<file path="src/design/spq_pkg.sv">
`timescale 1ns / 1ps
// ----------------------------------------------------------------------------
// Stable priority queue package
// Shared types and constants: beat payloads, status codes and the command
// group that runs from the controller to the datapath.
// ----------------------------------------------------------------------------
package spq_pkg;

  // Number of entries the queue holds.
  localparam int unsigned QUEUE_DEPTH = 16;

  // Width of the entry count, wide enough to hold QUEUE_DEPTH itself.
  localparam int unsigned CNT_W = $clog2(QUEUE_DEPTH + 1);

  // Fixed width of the occupancy field in a result beat.
  localparam int unsigned OCC_W = 5;

  // Word widths of the payload.
  localparam int unsigned DATA_W = 32;
  localparam int unsigned PRIO_W = 32;

  // Operation codes of the mode field.
  localparam logic MODE_ENQ = 1'b0;
  localparam logic MODE_DEQ = 1'b1;

  // Result status codes.
  typedef enum logic [1:0] {
    ST_ENQUEUED  = 2'd0,
    ST_DEQUEUED  = 2'd1,
    ST_UNDERFLOW = 2'd2,
    ST_OVERFLOW  = 2'd3
  } spq_status_e;

  // Request beat.
  typedef struct packed {
    logic                     mode;
    logic signed [DATA_W-1:0] data_in;
    logic signed [PRIO_W-1:0] priority_in;
  } spq_in_t;

  // Result beat.
  typedef struct packed {
    spq_status_e              status;
    logic signed [DATA_W-1:0] data_out;
    logic signed [PRIO_W-1:0] priority_out;
    logic [OCC_W-1:0]         occupancy;
  } spq_out_t;

  // Commands from the controller to the datapath.
  typedef struct packed {
    logic load;  // Capture the request beat.
    logic exec;  // Apply the captured request and load the result register.
  } spq_cmd_t;

endpackage

</file>
<file path="src/design/spq_datapath.sv">
`timescale 1ns / 1ps
// ----------------------------------------------------------------------------
// Stable priority queue datapath
// Holds the sorted entry array, the entry count, the captured request and
// the result register. An insert compares every slot against the new
// priority in parallel and shifts the tail down by one slot; a removal
// shifts every slot up by one.
// ----------------------------------------------------------------------------
module spq_datapath import spq_pkg::*; (
  input  logic     clk_i,
  input  logic     rst_ni,
  input  spq_cmd_t cmd_i,
  input  spq_in_t  req_i,
  output spq_out_t result_o
);

  // Captured request, entry storage and count.
  spq_in_t                  req_q;
  logic signed [DATA_W-1:0] data_q [QUEUE_DEPTH];
  logic signed [PRIO_W-1:0] prio_q [QUEUE_DEPTH];
  logic signed [DATA_W-1:0] data_d [QUEUE_DEPTH];
  logic signed [PRIO_W-1:0] prio_d [QUEUE_DEPTH];
  logic [CNT_W-1:0]         count_q;
  logic [CNT_W-1:0]         count_d;
  spq_out_t                 res_q;
  spq_out_t                 res_d;

  // Per-slot compare results; le_ext has an always-true entry above slot 0.
  logic [QUEUE_DEPTH-1:0]   le;
  logic [QUEUE_DEPTH-1:0]   le_ext;
  logic                     full;
  logic                     empty;
  logic                     is_deq;
  logic                     wr_en;

  // Slot i holds a stored entry whose priority does not exceed the new one.
  always_comb begin
    for (int i = 0; i < QUEUE_DEPTH; i++) begin
      le[i] = (CNT_W'(i) < count_q) && (prio_q[i] <= req_q.priority_in);
    end
    le_ext = {le[QUEUE_DEPTH-2:0], 1'b1};
  end

  assign full   = (count_q == CNT_W'(QUEUE_DEPTH));
  assign empty  = (count_q == '0);
  assign is_deq = (req_q.mode == MODE_DEQ);
  assign wr_en  = cmd_i.exec && (is_deq ? !empty : !full);

  // Next contents of every slot for the captured operation.
  always_comb begin
    for (int i = 0; i < QUEUE_DEPTH; i++) begin
      data_d[i] = data_q[i];
      prio_d[i] = prio_q[i];
    end
    if (is_deq) begin
      for (int i = 0; i < QUEUE_DEPTH - 1; i++) begin
        data_d[i] = data_q[i+1];
        prio_d[i] = prio_q[i+1];
      end
    end else begin
      // Slots that stay ahead keep their entry, the first slot behind them
      // takes the new entry, and the rest take the entry one slot above.
      if (!le[0]) begin
        data_d[0] = req_q.data_in;
        prio_d[0] = req_q.priority_in;
      end
      for (int i = 1; i < QUEUE_DEPTH; i++) begin
        if (!le[i]) begin
          if (le_ext[i]) begin
            data_d[i] = req_q.data_in;
            prio_d[i] = req_q.priority_in;
          end else begin
            data_d[i] = data_q[i-1];
            prio_d[i] = prio_q[i-1];
          end
        end
      end
    end
  end

  // Next count and the result beat.
  always_comb begin
    count_d = count_q;
    res_d   = '0;
    if (is_deq) begin
      if (empty) begin
        res_d.status = ST_UNDERFLOW;
      end else begin
        count_d            = count_q - CNT_W'(1);
        res_d.status       = ST_DEQUEUED;
        res_d.data_out     = data_q[0];
        res_d.priority_out = prio_q[0];
      end
    end else begin
      if (full) begin
        res_d.status = ST_OVERFLOW;
      end else begin
        count_d      = count_q + CNT_W'(1);
        res_d.status = ST_ENQUEUED;
      end
    end
    res_d.occupancy = OCC_W'(count_d);
  end

  // Entry count.
  always_ff @(posedge clk_i or negedge rst_ni) begin
    if (!rst_ni) begin
      count_q <= '0;
    end else if (wr_en) begin
      count_q <= count_d;
    end
  end

  // Payload registers: request, entries and result.
  always_ff @(posedge clk_i) begin
    if (cmd_i.load) begin
      req_q <= req_i;
    end
    if (wr_en) begin
      for (int i = 0; i < QUEUE_DEPTH; i++) begin
        data_q[i] <= data_d[i];
        prio_q[i] <= prio_d[i];
      end
    end
    if (cmd_i.exec) begin
      res_q <= res_d;
    end
  end

  assign result_o = res_q;

  // The count never exceeds the depth.
  a_count_bound: assert property (@(posedge clk_i) disable iff (!rst_ni)
    count_q <= CNT_W'(QUEUE_DEPTH))
    else $error("entry count above queue depth");

  // The two most urgent entries stay in order.
  a_head_sorted: assert property (@(posedge clk_i) disable iff (!rst_ni)
    (count_q >= CNT_W'(2)) |-> (prio_q[0] <= prio_q[1]))
    else $error("head entries out of priority order");

  // A removal from a non-empty queue lowers the count by one.
  a_deq_count: assert property (@(posedge clk_i) disable iff (!rst_ni)
    (cmd_i.exec && is_deq && !empty) |=> (count_q == $past(count_q) - CNT_W'(1)))
    else $error("dequeue did not decrement the count");

endmodule

</file>
<file path="src/design/spq_ctrl.sv">
`timescale 1ns / 1ps
// ----------------------------------------------------------------------------
// Stable priority queue controller
// Two-state sequencer: takes a request beat, then applies it to the
// datapath once the result register is free, and drives the handshakes.
// ----------------------------------------------------------------------------
module spq_ctrl import spq_pkg::*; (
  input  logic     clk_i,
  input  logic     rst_ni,
  input  logic     in_valid_i,
  output logic     in_ready_o,
  output logic     out_valid_o,
  input  logic     out_ready_i,
  output spq_cmd_t cmd_o
);

  typedef enum logic {
    S_IDLE = 1'b0,
    S_EXEC = 1'b1
  } state_e;

  state_e state_q;
  logic   in_ready_q;
  logic   out_valid_q;
  logic   out_free;

  // The result register can be loaded when empty or being drained.
  assign out_free = !out_valid_q || out_ready_i;
  assign cmd_o    = '{load: in_valid_i && in_ready_q,
                      exec: (state_q == S_EXEC) && out_free};

  // State and registered handshake outputs.
  always_ff @(posedge clk_i or negedge rst_ni) begin
    if (!rst_ni) begin
      state_q     <= S_IDLE;
      in_ready_q  <= 1'b1;
      out_valid_q <= 1'b0;
    end else begin
      case (state_q)
        S_IDLE: begin
          // A waiting result leaves when the receiver takes it.
          if (out_valid_q && out_ready_i) begin
            out_valid_q <= 1'b0;
          end
          if (in_valid_i) begin
            state_q    <= S_EXEC;
            in_ready_q <= 1'b0;
          end
        end
        S_EXEC: begin
          // The new result replaces the old one in the same cycle it drains.
          if (out_free) begin
            state_q     <= S_IDLE;
            in_ready_q  <= 1'b1;
            out_valid_q <= 1'b1;
          end
        end
        default: begin
          state_q     <= S_IDLE;
          in_ready_q  <= 1'b1;
          out_valid_q <= 1'b0;
        end
      endcase
    end
  end

  assign in_ready_o  = in_ready_q;
  assign out_valid_o = out_valid_q;

  // Ready is offered exactly while no request is in flight.
  a_ready_idle: assert property (@(posedge clk_i) disable iff (!rst_ni)
    in_ready_q == (state_q == S_IDLE))
    else $error("input ready disagrees with controller state");

  // Every executed request presents a result on the next cycle.
  a_exec_valid: assert property (@(posedge clk_i) disable iff (!rst_ni)
    cmd_o.exec |=> out_valid_q)
    else $error("executed request produced no result");

  // A request waits while the previous result is stalled.
  a_stall_hold: assert property (@(posedge clk_i) disable iff (!rst_ni)
    (state_q == S_EXEC && out_valid_q && !out_ready_i) |=> (state_q == S_EXEC))
    else $error("request applied over a stalled result");

endmodule

</file>
<file path="src/design/stable_priority_queue_unit.sv">
`timescale 1ns / 1ps
// ----------------------------------------------------------------------------
// Stable priority queue unit
// Bounded queue of data and priority pairs, kept sorted by priority with
// arrival order among equals. Each request is an enqueue or a dequeue and
// returns exactly one result beat.
// ----------------------------------------------------------------------------
//  Channel  Signals                           Beat contents
//  in       in_valid_i / in_ready_o / in_data_i    mode, data_in, priority_in
//  out      out_valid_o / out_ready_i / out_data_o status, data_out,
//                                                  priority_out, occupancy
//
//  A request is first captured; then the parallel compare-and-shift over
//  all QUEUE_DEPTH slots runs and also loads the result register. Reset
//  empties the queue at once; no clearing pass. A request may be taken
//  while the previous result is still waiting; it is then held until the
//  result register is drained.
// ----------------------------------------------------------------------------
module stable_priority_queue_unit import spq_pkg::*; (
  input  logic     clk_i,
  input  logic     rst_ni,
  input  logic     in_valid_i,
  output logic     in_ready_o,
  input  spq_in_t  in_data_i,
  output logic     out_valid_o,
  input  logic     out_ready_i,
  output spq_out_t out_data_o
);

  spq_cmd_t cmd;

  // Sequencer.
  spq_ctrl u_ctrl (
    .clk_i       (clk_i),
    .rst_ni      (rst_ni),
    .in_valid_i  (in_valid_i),
    .in_ready_o  (in_ready_o),
    .out_valid_o (out_valid_o),
    .out_ready_i (out_ready_i),
    .cmd_o       (cmd)
  );

  // Entry storage and result formation.
  spq_datapath u_datapath (
    .clk_i    (clk_i),
    .rst_ni   (rst_ni),
    .cmd_i    (cmd),
    .req_i    (in_data_i),
    .result_o (out_data_o)
  );

endmodule

</file>
<file path="config.mk">
export PLATFORM = sky130hd
export DESIGN_NAME = stable_priority_queue_unit
export DESIGN_NICKNAME = d
export VERILOG_FILES = /design/src/design/spq_pkg.sv /design/src/design/spq_datapath.sv /design/src/design/spq_ctrl.sv /design/src/design/stable_priority_queue_unit.sv
export SDC_FILE = /design/constraint.sdc
export NUM_CORES = 2
export LEC_CHECK = 0
export BUFFER_PORTS_ARGS = -buffer_cell sky130_fd_sc_hd__buf_2
export CORE_ASPECT_RATIO = 1.25
export CORE_MARGIN = 2
export CORE_UTILIZATION = 60
export DETAILED_ROUTE_END_ITERATION = 8
export GPL_TIMING_DRIVEN = 0
export PLACE_DENSITY_LB_ADDON = 0.25
export SKIP_LAST_GASP = 1
export SLEW_MARGIN = 20
export SYNTH_ARGS = -nofsm -noshare
export SYNTH_HDL_FRONTEND = slang
export SYNTH_HIERARCHICAL = 1
export SYNTH_SLANG_ARGS = --single-unit
</file>
<file path="constraint.sdc">
create_clock -name clk_i -period 14.8 [get_ports clk_i]
set_input_delay 2.96 -clock clk_i [delete_from_list [all_inputs] [get_ports clk_i]]
set_output_delay 2.96 -clock clk_i [all_outputs]
set_load 0.03 [all_outputs]
</file>
## Word-level counts from Yosys, hierarchy flattened

Memories as Yosys holds them, arrays and structs flattened.
Cells that the tools add are included.

| word-level totals | value |
|---|---|
| input bits | 69 |
| bits in registers | 144 |
| word-level logic and storage cells | 164 |
| bits in writable memories | 1024 |
| memories | 2 |

| cells by class | value |
|---|---|
| $add $sub $neg | 2 |
| $lt $le $gt $ge | 32 |
| bitwise gates (word level) | 2 |
| reductions and logical operators | 28 |
| eq/ne operators | 4 |
| muxes and demuxes | 83 |

Memories:

| name | depth | bits a word | rd ports | clocked after Yosys merged registers in | write ports | RTL line | text |
|---|---|---|---|---|---|---|---|
| u_datapath.data_q | 16 | 32 | 16 | 0 | 16 | spq_datapath.sv:19 | `logic signed [DATA_W-1:0] data_q [QUEUE_DEPTH];` |
| u_datapath.prio_q | 16 | 32 | 16 | 0 | 16 | spq_datapath.sv:20 | `logic signed [PRIO_W-1:0] prio_q [QUEUE_DEPTH];` |

Operators by type and width:

| operator | count |
|---|---|
| $mux W32 | 64 |
| $mux W480 | 2 |
| $le A32 B32 Y1 | 16 |
| $lt A4 B5 Y1 const A | 8 |
| $logic_and A1 B1 Y1 | 20 |
| $lt A3 B5 Y1 const A | 4 |
| $mux W5 | 3 |
| $lt A1 B5 Y1 const A | 2 |
| $lt A2 B5 Y1 const A | 2 |
| $mux W1 | 8 |
| $mux W2 | 3 |
| $pmux W1 S2 | 3 |
| $add A5 B1 Y5 const B | 1 |
| $eq A5 B5 Y1 const B | 1 |
| $logic_not A5 Y1 | 1 |
| $sub A5 B1 Y5 const B | 1 |
| $ne A2 B2 Y1 const B | 2 |
| $reduce_and A2 Y1 | 2 |
| $logic_not A1 Y1 | 3 |
| $ne A2 B1 Y1 const B | 1 |
| $not A1 Y1 | 2 |
| $reduce_or A2 Y1 | 1 |
| $logic_or A1 B1 Y1 | 1 |

## Longest topological paths before layout

| logic depth | value |
|---|---|
| depth after elaboration | 6 |
| depth in mapped cells | 12 |
| mapped depth without buffers | 10 |

## Modules after synthesis

Netlist, hierarchy kept.

By module, submodules not included:

| module | seq. area each (µm²) | area an instance (µm²) | instances | cells an instance |
|---|---|---|---|---|
| spq_datapath | 34958.5 | 67118.1 | 1 | 5787 |
| spq_ctrl | 76.3 | 137.6 | 1 | 11 |

## Worst setup path before layout

Ideal clock, no wire load.

| timing path | value |
|---|---|
| path kind | input -> register |
| start | in out_ready_i |
| end | mem u_datapath.data_q[15][0] (netlist: u_datapath/data_q[1][224]) (enable) |
| required time | 13971 ps |
| stages | 4 |
| arrival time | 15397 ps |
| buffers on the path | 0 |
| path slack | -1426 ps |
| cells stage by stage | nand2b_4 -> and2_1 -> nand2_1 -> a2111oi_0 |

RTL lines:

| element | RTL line | text |
|---|---|---|
| from (decl) | stable_priority_queue_unit.sv:26 | `input logic out_ready_i,` |
| to (decl) | spq_datapath.sv:19 |  |

==> impl_results.md <==
* Row count at around 140
* R2r setup slk at 8.39 ns
* Hold Buf Count CTS at 0
* Crit path required time at around 15 ns
* Worst hold path startpoint: u_datapath/data_q[1][236]$_DFFE_PP_
* Post-CTS Setup Bufs at 0
* Fill count at ~8.6k
* CTS tree: yes
* GPL Wtd Cong at between 1 and 1.5
* Full die area at approximately 110000 sq um
* Max-cap check violation count at 0
* Hold path depth at 2
* Gr ovfl total at 0
* DP Cell Count at ~7.5k
* Max Clk Rate at 0.156 GHz
* Layout cell share with drive strength beyond 1 at around a tenth
* Post-CTS Resized at 0
* Post-synth ARST share at less than 1%
* Sequential fraction of the synthesis area at a little over half
* Post-route insts no fill at 7687
* Worst path max stage delay at approximately 0.83 ns
* Worst R2R Start: u_datapath/req_q[31]$_DFFE_PP_
* CP Class: reg2reg
* Tmin final at roughly 6.4 ns
* Flops & latches, synth at roughly 1.2k
* HPWL Detailed at around 190 mm
* Final #Nets at between 6k and 7k
* Max Buffers Root-to-Sink at 3
* Reg-to-Reg End: u_datapath/prio_q[0][38]$_DFFE_PP_
* Slowest CP cell: o31a_1
* Vias at 55.7k
* Post-synth EDFFs at 1160
* Die height at between 300 and 400 um
* Hold Crit Class: reg2reg
* Worst Path Max Fanout at 18
* Fin util at around 68%
* Final setup violation count at 0
* Final Max Slew Viols at 0
* Prevailing post-synth register cell: edfxtp_1
* Worst setup EP type: flip-flop
* Buffers on Ports at 141
* CTS Sinks at approximately 1.2k
* Core box area at roughly 110000 sq um
* Initial DRC Count at between 9k and 10k
* Status: completed
* Measured slew at the worst slew-check pin at about 1.3 ns
* DRC at 0
* RSZ-0062 raised after global routing: false
* CP bufs+invs at 5
* Worst-Skew Late Latency at around 0.79 ns
* Largest net degree at the start of global routing at 37
* Global-route wire length before repair at ~370 mm
* Peak VDD IR at roughly 130 uV
* CTS HTree Levels at 3
* Vias in the first global route at between 50k and 60k
* Number of hold violations in the final report at 0
* CP cell instances: inv_1, ha_1, nand4_1, nor3_1, a221oi_1, nor3b_2, o31a_1, and2_1, buf_4, buf_2, nor2_1, nor2_4, buf_16, buf_8
* Arrival time at the worst endpoint at 6.88 ns
* Die W at slightly above 300 um
* Worst-path clk slew at approximately 0.06 ns
* PD cells at 173 nW/um^2
* Distinct cells, synth at 71
* CTS buffer count at 115
* Final period utilization at between 40% and 50%
* Final WL at ~260 mm
* Clock skew at between 0.03 and 0.04 ns
* Synth-to-layout area growth at 12.0%
* Power Total at about 13 mW
* Reg2Reg Depth at 14
* Hold endpoint: u_datapath/data_q[1][204]$_DFFE_PP_
* First-pass detailed-route iteration total at 7
* Starting Density at 60.4%
* Clk Tree Root Cell: clkbuf_16
* Top Ports at about 140
* Crit start category: flip-flop
* Initial antenna violation count at 7
* Mapped Cells at roughly 5.8k
* Syn Std Cell Area at 67300 sq um
* LEAKAGE at 31.6 nW
* Syn_nets at ~6.4k
* Min Hold Slack at 0.536 ns
* Slew Limit Headroom at between 10% and 20%
* Routed Antenna Nets at 0
* Synth Area per Inst at 11.6 sq um
* Yosys warns at 6
* Top cell family by delay on the critical path: simple AND/OR/NAND/NOR gates
* Drt wl/cell at around 34 um
* Total GRT Usage at ~45%
* Via-to-Cell Ratio at between 7 and 8
[worst max-delay path by stage]
stage | startpoint | endpoint | slack (ns) | cells past startpoint
4_1_cts | u_datapath/req_q[31]$_DFFE_PP_ | u_datapath/prio_q[0][38]$_DFFE_PP_ | 8.65 | 14
3_3_place_gp | out_ready_i | u_datapath/prio_q[1][224]$_DFFE_PP_ | -8.36 | 5
3_5_place_dp | u_datapath/req_q[31]$_DFFE_PP_ | u_datapath/prio_q[0][43]$_DFFE_PP_ | 8.62 | 14
5_1_grt | u_datapath/req_q[31]$_DFFE_PP_ | u_datapath/prio_q[0][39]$_DFFE_PP_ | 8.57 | 14
6_report | u_datapath/req_q[31]$_DFFE_PP_ | u_datapath/prio_q[0][38]$_DFFE_PP_ | 8.39 | 14
2_1_floorplan | out_ready_i | u_datapath/data_q[1][224]$_DFFE_PP_ | 1.70 | 4
[registers in the layout (all words and copies together) (netlist names)]
signal,count
u_ctrl/in_ready_o,1
u_ctrl/out_valid_o,1
u_ctrl/state_q,1
u_datapath/count_q,5
u_datapath/data_q,512
u_datapath/is_deq,1
u_datapath/prio_q,512
u_datapath/req_q,64
u_datapath/result_o,71
[tightest hold or removal path, stage by stage, from the launching register on]
cell and delay, ns:
edfxtp_1 0.32, nand2_1 0.04, o21ai_0 0.07
[logic make-up (layout without fill, tap and decap cells)]
kind of cell    count (synthesis)  after routing  share of synthesized area [%]
compound gates               1482           1482                           14.1
flops                        1168           1168                           52.1
simple gates                 1450           1450                           10.9
buf+inv                       505            931                           3.16
fa+ha+maj                     515            515                           9.58
mux                           675            675                           10.2
other cells                     0              4                              0
xor+xnor                        3              3                         0.0391
[per-stage QoR]
step / setup WS (ns) / cell area [sq um] / setup TNS, ns
finish: 8.39 / 75400 / 0
global route: 8.57 / 75300 / 0
CTS: 8.65 / 75300 / 0
detailed placement: 8.62 / 71400 / 0
global placement: -8.36 / 69800 / -550.22
floorplan: 1.70 / 67300 / 0
[metal layers]
layer  global-route usage [%]  vias up  routed length, um
met5                    0.476        -                 98
met4                     39.9        8              28400
met3                     11.1     1104              30600
met2                     67.0     4503             113000
met1                     53.9    27100              88900
li1                         -    23000                  -
[layout make-up]
| cell class | instances | area [sq um] | area share, % |
|---|---|---|---|
| inverters | 74 | 278 | 0.369 |
| well taps | 1459 | 1830 | 2.42 |
| multi-input cells | 4125 | 30300 | 40.3 |
| plain buffers | 431 | 1860 | 2.47 |
| repair buffers | 215 | 2140 | 2.85 |
| clock buffers | 139 | 3010 | 3.99 |
| diodes | 4 | 10.0 | 0.0133 |
| clock inverters | 72 | 856 | 1.14 |
| flip-flops and latches | 1168 | 35000 | 46.5 |
[placed cells by master (no fill, tap or decap), types with 13 or more instances in the layout]
cell and instances:
o21ai_0 665, a211oi_1 13, a21o_1 143, buf_12 21, nor2_1 86, mux2i_1 610, buf_4 25, a21oi_1 247
buf_16 32, nand3_1 40, mux2_2 65, nor3b_1 253, o21ai_1 28, clkinv_1 22, buf_1 15, nor2b_1 61
nor3_1 17, buf_2 230, bufinv_16 16, edfxtp_1 1160, and2_1 67, inv_1 73, nand4_1 113, clkinv_2 21
clkbuf_16 117, ha_1 515, clkbuf_1 325, o21a_1 13, o211ai_1 22, nand2_1 742, a221o_1 257
[cell usage after synthesis, types with 3 or more instances]
cell       instances  share of area, %
buf_2             73              0.54
o2bb2ai_1          7             0.091
or2_2              4             0.037
nand2_1          742               4.1
a21oi_1          251               1.9
nand2b_1           5             0.047
a211oi_1          13              0.15
o311a_1            5             0.074
nor3b_1          254               2.8
nor3_1            17              0.13
nor2_1            95              0.53
nor2b_1           61              0.57
buf_1             19              0.11
a211o_1            6             0.078
inv_1             73              0.41
ha_1             515               9.6
mux2_2            65               1.1
edfxtp_1        1160                52
nor4_1            22              0.20
a31oi_1            9             0.084
nand4_1          113               1.1
a221oi_1          12              0.16
o21a_1            14              0.16
a2111oi_0          8              0.10
o22a_1             3             0.039
clkbuf_1         310               1.7
buf_4             22              0.25
o41ai_1            5             0.065
dfrtp_1            7              0.26
buf_6              7              0.12
a221o_1          257               3.8
mux2i_1          610               9.1
and2_1            69              0.64
o21ai_0          665               4.9
o211ai_1          22              0.25
a21boi_0          10              0.11
nand3_1           40              0.30
o31ai_1            5             0.056
and4_1            12              0.16
o21ai_1           28              0.21
a21o_1           143               1.6
[where the power goes]
group | internal (mW) | switching (mW) | total [mW]
logic | 1.64 | 2.98 | 4.62
registers | 4.73 | 0.547 | 5.28
clock network | 1.73 | 1.37 | 3.10
total | 8.10 | 4.90 | 13.0
Note: power is estimated with default switching activity, not from simulation.
